==> config.mk <==
export PLATFORM = sky130hd
export DESIGN_NAME = timer0_prescaled_counter
export DESIGN_NICKNAME = d
export VERILOG_FILES = /design/src/hw/rtl/tmr0_pkg.sv /design/src/hw/rtl/tmr0_in_stage.sv /design/src/hw/rtl/tmr0_core.sv /design/src/hw/rtl/timer0_prescaled_counter.sv
export VERILOG_INCLUDE_DIRS = /design/src /design/src/hw/rtl
export SDC_FILE = /design/constraint.sdc
export NUM_CORES = 1
export LEC_CHECK = 0
export BUFFER_PORTS_ARGS = -buffer_cell sky130_fd_sc_hd__buf_2
export CAP_MARGIN = 20
export CORE_AREA = 2 2 86 88
export CTS_BUF_LIST = sky130_fd_sc_hd__clkbuf_2
export DETAILED_ROUTE_END_ITERATION = 10
export DIE_AREA = 0 0 88 90
export HOLD_SLACK_MARGIN = 0.06
export PLACE_DENSITY = 0.79
export SETUP_SLACK_MARGIN = 0.3
export SYNTH_ARGS = -nofsm -noshare
export SYNTH_HDL_FRONTEND = slang
export SYNTH_SLANG_ARGS = --single-unit
==> constraint.sdc <==
create_clock -name clk -period 3 [get_ports clk]
set_clock_uncertainty 0.1 [all_clocks]
set_input_delay 0.3 -clock clk [delete_from_list [all_inputs] [get_ports clk]]
set_output_delay 0.3 -clock clk [all_outputs]
set_load 0.1 [all_outputs]
==> src/hw/rtl/assert_macros.svh <==
// Assertion helpers used by the timer core.
// Each macro expects a clock named clk and an active-low reset named rst_n
// in the scope where it is used.
`ifndef ASSERT_MACROS_SVH
`define ASSERT_MACROS_SVH

// Property must hold at every clock edge outside reset.
`define TMR0_ASSERT(label, prop, msg) \
    label: assert property (@(posedge clk) disable iff (!rst_n) (prop)) else $error(msg);

// Expression must never be true at a clock edge outside reset.
`define TMR0_ASSERT_NEVER(label, expr, msg) \
    label: assert property (@(posedge clk) disable iff (!rst_n) !(expr)) else $error(msg);

`endif

==> src/hw/rtl/tmr0_pkg.sv <==
`default_nettype none

package tmr0_pkg;

    // Operation carried by each input transaction.
    typedef enum logic [1:0] {
        OP_TICK  = 2'd0,
        OP_WRITE = 2'd1,
        OP_READ  = 2'd2
    } op_t;

    // Register map.
    typedef enum logic [1:0] {
        REG_CONTROL    = 2'd0,
        REG_COUNT_LOW  = 2'd1,
        REG_COUNT_HIGH = 2'd2,
        REG_FLAG       = 2'd3
    } reg_sel_t;

    // Control register bit positions.
    localparam int unsigned CTRL_ENABLE_BIT = 7;
    localparam int unsigned CTRL_8BIT_BIT   = 6;
    localparam int unsigned CTRL_BYPASS_BIT = 3;

    localparam logic [7:0] CTRL_RESET = 8'hFF;

    localparam int unsigned PRESCALE_W = 9;

    // One input transaction after unpacking.
    typedef struct packed {
        op_t        op;
        reg_sel_t   reg_select;
        logic [7:0] write_data;
    } tmr0_item_t;

    // One result transaction.
    typedef struct packed {
        logic [7:0] read_data;
        logic       overflow_irq;
    } tmr0_result_t;

    // Prescale ratio for a select code: 2 to 256 in powers of two.
    function automatic logic [PRESCALE_W-1:0] prescale_ratio(input logic [2:0] sel);
        logic [PRESCALE_W-1:0] ratio;
        begin
            ratio = {{(PRESCALE_W-2){1'b0}}, 2'b10} << sel;
            return ratio;
        end
    endfunction

endpackage

`default_nettype wire

==> src/hw/rtl/tmr0_in_stage.sv <==
`default_nettype none

module tmr0_in_stage
    import tmr0_pkg::*;
(
    input  wire logic       clk,
    input  wire logic       rst_n,
    input  wire logic       in_valid,
    output logic            in_ready,
    input  wire tmr0_item_t in_item,
    output logic            item_valid,
    output tmr0_item_t      item,
    input  wire logic       item_take
);

    logic       valid_reg;
    logic       valid_next;
    tmr0_item_t item_reg;

    // The stage can load whenever it is empty or its item leaves this cycle.
    assign in_ready   = !valid_reg || item_take;
    assign valid_next = (in_valid && in_ready) || (valid_reg && !item_take);

    always_ff @(posedge clk or negedge rst_n)
    begin
        if (!rst_n)
        begin
            valid_reg <= 1'b0;
        end
        else
        begin
            valid_reg <= valid_next;
        end
    end

    // Payload register, loaded on each accepted transaction.
    always_ff @(posedge clk)
    begin
        if (in_valid && in_ready)
        begin
            item_reg <= in_item;
        end
    end

    assign item_valid = valid_reg;
    assign item       = item_reg;

endmodule

`default_nettype wire

==> src/hw/rtl/tmr0_core.sv <==
`default_nettype none

`include "assert_macros.svh"

module tmr0_core
    import tmr0_pkg::*;
(
    input  wire logic       clk,
    input  wire logic       rst_n,
    input  wire logic       step,
    input  wire tmr0_item_t item,
    output tmr0_result_t    result
);

    logic [7:0]            control_reg;
    logic [7:0]            count_low_reg;
    logic [7:0]            count_high_reg;
    logic [PRESCALE_W-1:0] prescale_reg;
    logic                  flag_reg;

    logic [7:0]            control_next;
    logic [7:0]            count_low_next;
    logic [7:0]            count_high_next;
    logic [PRESCALE_W-1:0] prescale_next;
    logic                  flag_next;

    logic [PRESCALE_W-1:0] ratio;
    logic [PRESCALE_W-1:0] prescale_inc;
    logic                  prescale_done;
    logic [15:0]           count16_inc;
    logic [7:0]            count8_inc;
    logic                  wrap;

    // Prescale ratio and the tick-driven counter increments.
    assign ratio         = control_reg[CTRL_BYPASS_BIT] ?
                           PRESCALE_W'(1) : prescale_ratio(control_reg[2:0]);
    assign prescale_inc  = prescale_reg + PRESCALE_W'(1);
    assign prescale_done = prescale_inc >= ratio;
    assign count16_inc   = {count_high_reg, count_low_reg} + 16'd1;
    assign count8_inc    = count_low_reg + 8'd1;

    // Next-state and result logic for one transaction.
    always_comb
    begin
        control_next        = control_reg;
        count_low_next      = count_low_reg;
        count_high_next     = count_high_reg;
        prescale_next       = prescale_reg;
        flag_next           = flag_reg;
        wrap                = 1'b0;
        result.read_data    = 8'd0;
        result.overflow_irq = 1'b0;

        unique case (item.op)
            OP_TICK:
            begin
                if (control_reg[CTRL_ENABLE_BIT])
                begin
                    if (!prescale_done)
                    begin
                        prescale_next = prescale_inc;
                    end
                    else
                    begin
                        prescale_next = '0;
                        if (control_reg[CTRL_8BIT_BIT])
                        begin
                            count_low_next = count8_inc;
                            wrap           = (count8_inc == 8'd0);
                        end
                        else
                        begin
                            count_low_next  = count16_inc[7:0];
                            count_high_next = count16_inc[15:8];
                            wrap            = (count16_inc == 16'd0);
                        end
                    end
                end
                if (wrap)
                begin
                    flag_next = 1'b1;
                end
                result.overflow_irq = wrap;
            end
            OP_WRITE:
            begin
                unique case (item.reg_select)
                    REG_CONTROL:    control_next    = item.write_data;
                    REG_COUNT_LOW:  count_low_next  = item.write_data;
                    REG_COUNT_HIGH: count_high_next = item.write_data;
                    REG_FLAG:       flag_next       = item.write_data[0];
                endcase
            end
            OP_READ:
            begin
                unique case (item.reg_select)
                    REG_CONTROL:    result.read_data = control_reg;
                    REG_COUNT_LOW:  result.read_data = count_low_reg;
                    REG_COUNT_HIGH: result.read_data = count_high_reg;
                    REG_FLAG:       result.read_data = {7'd0, flag_reg};
                endcase
            end
            default:
            begin
                // Unused operation code: no state change, zero result.
                wrap = 1'b0;
            end
        endcase
    end

    // Timer state registers, updated only when a transaction is processed.
    always_ff @(posedge clk or negedge rst_n)
    begin
        if (!rst_n)
        begin
            control_reg    <= CTRL_RESET;
            count_low_reg  <= 8'd0;
            count_high_reg <= 8'd0;
            prescale_reg   <= '0;
            flag_reg       <= 1'b0;
        end
        else if (step)
        begin
            control_reg    <= control_next;
            count_low_reg  <= count_low_next;
            count_high_reg <= count_high_next;
            prescale_reg   <= prescale_next;
            flag_reg       <= flag_next;
        end
    end

    `TMR0_ASSERT(a_irq_only_on_tick, (step && result.overflow_irq) |-> (item.op == OP_TICK),
        "overflow interrupt on a transaction that is not a tick")
    `TMR0_ASSERT(a_irq_sets_flag, (step && result.overflow_irq) |=> flag_reg,
        "overflow interrupt did not set the flag")
    `TMR0_ASSERT(a_idle_holds_count, !step |=> $stable({count_high_reg, count_low_reg}),
        "counter changed without a transaction")
    `TMR0_ASSERT_NEVER(a_prescale_range, prescale_reg[PRESCALE_W-1],
        "prescale counter beyond the largest ratio")

endmodule

`default_nettype wire

==> src/hw/rtl/timer0_prescaled_counter.sv <==
// Timer0-style prescaled 8/16-bit counter behind four byte-wide registers.
// Input channel s_axis_*: one transaction per tick, register write or read;
// tuser carries the operation and register select, tdata the write byte.
// Output channel m_axis_*: exactly one result transaction per input, in
// order; tdata is the read byte (zero unless a read), tuser the overflow
// interrupt pulse for a tick that wrapped the counter to zero.
// Path: an accepted transaction waits in the input register, is processed
// as it moves into the result register, and is then presented with
// m_axis_tvalid.
// Throughput: one transaction per cycle while the output is not stalled;
// the state update between the input and result registers is combinational.
// Reset: control reads 0xFF (enabled, 8-bit mode, prescaler bypassed),
// count, prescale counter and overflow flag are zero, both stages empty.
// Stall: with m_axis_tready low the result holds and the input register
// keeps its transaction, or takes one more if it is empty; s_axis_tready
// is low while both are full and rises in the cycle the result is taken.
`default_nettype none

module timer0_prescaled_counter
    import tmr0_pkg::*;
(
    input  wire logic       clk,
    input  wire logic       rst_n,
    input  wire logic       s_axis_tvalid,
    output logic            s_axis_tready,
    input  wire logic [7:0] s_axis_tdata,  // [7:0] write_data
    input  wire logic [3:0] s_axis_tuser,  // [1:0] op, [3:2] reg_select
    output logic            m_axis_tvalid,
    input  wire logic       m_axis_tready,
    output logic [7:0]      m_axis_tdata,  // [7:0] read_data
    output logic [0:0]      m_axis_tuser   // [0] overflow_irq
);

    tmr0_item_t   in_item;
    tmr0_item_t   item;
    logic         item_valid;
    logic         step;
    tmr0_result_t result;

    logic         out_valid_reg;
    logic         out_valid_next;
    tmr0_result_t out_reg;

    // Unpack the input transaction.
    assign in_item.op         = op_t'(s_axis_tuser[1:0]);
    assign in_item.reg_select = reg_sel_t'(s_axis_tuser[3:2]);
    assign in_item.write_data = s_axis_tdata;

    tmr0_in_stage u_in_stage (
        .clk        (clk),
        .rst_n      (rst_n),
        .in_valid   (s_axis_tvalid),
        .in_ready   (s_axis_tready),
        .in_item    (in_item),
        .item_valid (item_valid),
        .item       (item),
        .item_take  (step)
    );

    // Process the held item when the result register is free or draining.
    assign step = item_valid && (!out_valid_reg || m_axis_tready);

    tmr0_core u_core (
        .clk    (clk),
        .rst_n  (rst_n),
        .step   (step),
        .item   (item),
        .result (result)
    );

    // Result register.
    assign out_valid_next = step || (out_valid_reg && !m_axis_tready);

    always_ff @(posedge clk or negedge rst_n)
    begin
        if (!rst_n)
        begin
            out_valid_reg <= 1'b0;
        end
        else
        begin
            out_valid_reg <= out_valid_next;
        end
    end

    always_ff @(posedge clk)
    begin
        if (step)
        begin
            out_reg <= result;
        end
    end

    assign m_axis_tvalid   = out_valid_reg;
    assign m_axis_tdata    = out_reg.read_data;
    assign m_axis_tuser[0] = out_reg.overflow_irq;

endmodule

`default_nettype wire

==> run metrics <==
sequential fraction of the synthesis area 45.6%; Synth area leader dfrtp_1; final core occ 60.5%; YS warnings 0; die height 90 µm; Slew HR 43.9%; Area contributors post-synth dfrtp_1 (21%), edfxtp_1 (19%), dfstp_2 (6.2%); Remaining DRCs 0; Worst-path clk slew 180 ps; Mapped Cells 344; clk_lat worst skew 520 ps; starting density of the core 48.2%; Worst setup SP type register; post-DP HPWL 5.79 mm; ys async rst share 63.2%; Synth cell types 56; CP arrival 3260 ps; routed len/inst 17.5 µm; vias in the first global route 2846; DP Area 3670 µm²; area delta synth->final 25.6%; final net count 426; CTS tree done; critical path required time 3280 ps; largest family of logic cells by synthesized area simple AND/OR/NAND/NOR gates; FF+latch count, synth 57; period utilization 99.5%; Root Buffer clkbuf_2; Seq pwr share 42.2%; synthesized area 3380 µm²; Pins Over Slew Limit 0; RePlAce Congestion 0.919; DR vias 2927; mean post-synth cell area 9.84 µm²; Synth Area in Adders 4.07%; Pre-antenna DRT Iters 4; largest net degree at the start of global routing 37; grt ovf 0; Max IR drop VDD 0.000460 V; Ports 27; die width 88 µm; Std-Cell Rows 31; worst hold path class in2async; Hold Slack 290 ps; Main synth FF type dfrtp_1; sw frac 38.2%; simple-gate share of the synthesized area 18.8%; Critical Setup Path Class reg2reg; Synth Net Count 371; NetSw 1.12 mW; Least-Margin Pin Slew 842 ps; max reg flops 12; post-route ant nets 0; initial antenna violation count 0; RSZ-0062 raised after global routing yes; H-tree levels 3; TritonCTS Buffers 9; achievable clock frequency 0.335 GHz; multiplexer share of the synthesized area 6.95%; Setup crit end kind register; Core Region 7020 µm²; Clk network pwr share 22.3%; die area 7920 µm²; PortBufs 26; post-synthesis compound-gate area fraction 18.2%; number of synthesized flops with an enable pin 21; leakage dissipation 1.69 nW; max_cap viols 0; fraction of layout cells with a size suffix above 1 29.5%; Post-Synth XOR/XNOR Area 3.11%; n_diodes 0; setup violators final 0; outcome complete, no violations; pwr dens 691 nW/µm²; P_int 1.82 mW; CP max FO 4; Post-Route WL 8.81 mm; total track usage 22.7%; fin area 4250 µm²; DR vias/cell 5.82; Final Hold Fails 0; Yosys top cell area share 20.7%; Logic pwr share 35.5%; first-pass GRT wire length 13.9 mm; DRT iter0 DRCs 280; clock sinks 57; Period minus WS final 2990 ps; clk buf depth 2
==> Yosys cell counts, drive strengths merged, types with 9 or more instances <==
cell type	instances
nand2	31
edfxtp	21
ha	11
buf	9
mux2i	10
nand3	15
mux2	10
dfrtp	28
nor2	35
a21oi	27
o21ai	23
clkbuf	11
==> layout make-up <==
cell class | count | area, µm²
clock inverters | 7 | 109
inverters | 6 | 22.5
clock buffers | 9 | 45.0
repair buffers | 64 | 470
flip-flops and latches | 57 | 1540
well taps | 99 | 124
multi-input cells | 261 | 1940
fillers | 583 | 2770
==> path summary, 6_finish.rpt <==
kind                                        start  cells past startpoint  slack, ps                      to
setup / recovery           u_core.prescale_reg[2]                     10         10            m_axis_tuser
hold / removal                              rst_n                      2        290  u_core.prescale_reg[2]
setup reg to reg           u_core.prescale_reg[2]                     10         10            m_axis_tuser
hold reg to reg             u_in_stage.item_valid                      1        430           m_axis_tvalid
max in group asynchronous                   rst_n                      2       1920  u_core.prescale_reg[1]
min in group clk                  s_axis_tdata[3]                      2        370      u_in_stage.item[3]
==> repair_timing <==
item                                   CTS  global route
setup endpoints to repair               22            26
hold buffers                            16             0
gates resized for setup                  7            28
pin swaps                                1            12
endpoints found under the hold margin   42             0
setup buffers                            6             4
==> power groups by stage <==
| stage | clock network (mW) | registers [mW] | logic (mW) |
|---|---|---|---|
| after global placement | 0 | 1.24 | 0.828 |
| after global routing | 0.699 | 1.27 | 1.13 |
| after floorplan | 0 | 1.22 | 0.649 |
| after detailed placement | 0 | 1.24 | 0.845 |
| final | 0.655 | 1.24 | 1.04 |
| after CTS | 0.655 | 1.23 | 0.922 |
==> cells by family (layout without fill, tap and decap cells) <==
| group | after synthesis | count (layout) |
|---|---|---|
| AOI/OAI and AO/OA | 90 | 90 |
| xor gates and xnor gates | 12 | 12 |
| adders and majority gates | 11 | 11 |
| buffers and inverters | 26 | 86 |
| DFF | 57 | 57 |
| muxes | 21 | 21 |
| and+or+nand+nor | 127 | 127 |
==> cell usage in the layout (no fill, tap or decap), types with 3 or more instances in the layout <==
master and count:
a22o_1 3, a2bb2oi_2 5, buf_2 26, nor2b_1 8, o21ai_1 5, nand2_1 30, nor3_1 5, nand4_1 6
dfstp_2 8, o21ai_0 17, a2bb2oi_1 3, nand2b_1 6, and2_1 3, ha_4 3, nand3_1 15, o2bb2ai_1 4
dfrtp_1 26, clkbuf_2 9, mux2_2 9, o22a_1 3, ha_1 8, nor2_2 3, a31oi_1 4, inv_1 6
a21oi_1 24, buf_6 4, and3_4 5, xnor2_1 8, clkinv_1 3, buf_4 18, bufinv_16 3, dlygate4sd3_1 16
nor2_1 32, edfxtp_1 21, mux2i_1 10
==> through the flow <==
stage | TNS (ps) | setup slack, ps | power, mW | std cells
after floorplan | 0 | 85.4 | 1.87 | 344
after global placement | 0 | 148 | 2.07 | 461
after detailed placement | 0 | 13.8 | 2.09 | 461
after CTS | 0 | 63.4 | 2.80 | 499
after global routing | -250 | -69.7 | 3.09 | 503
final | 0 | 14.7 | 2.94 | 503
==> routing by layer <==
layer,track usage (%),part of all wire (%),vias to the layer above
li1,-,-,1373
met1,31.4,44,1401
met2,34.5,47,135
met3,4.41,6.8,18
met4,9.74,2.4,0
met5,0,0,-
==> worst max-delay path, stage by stage, from the launching register on <==
cell and delay (ps):
dfrtp_1 430, and3_4 190, and3_4 180, and3_4 190, xor2_4 160, ha_4 300, nand2_4 50, or3_4 400
a21o_1 240, or4_4 460, nor3_2 130
(Power assumes the default switching activity.)
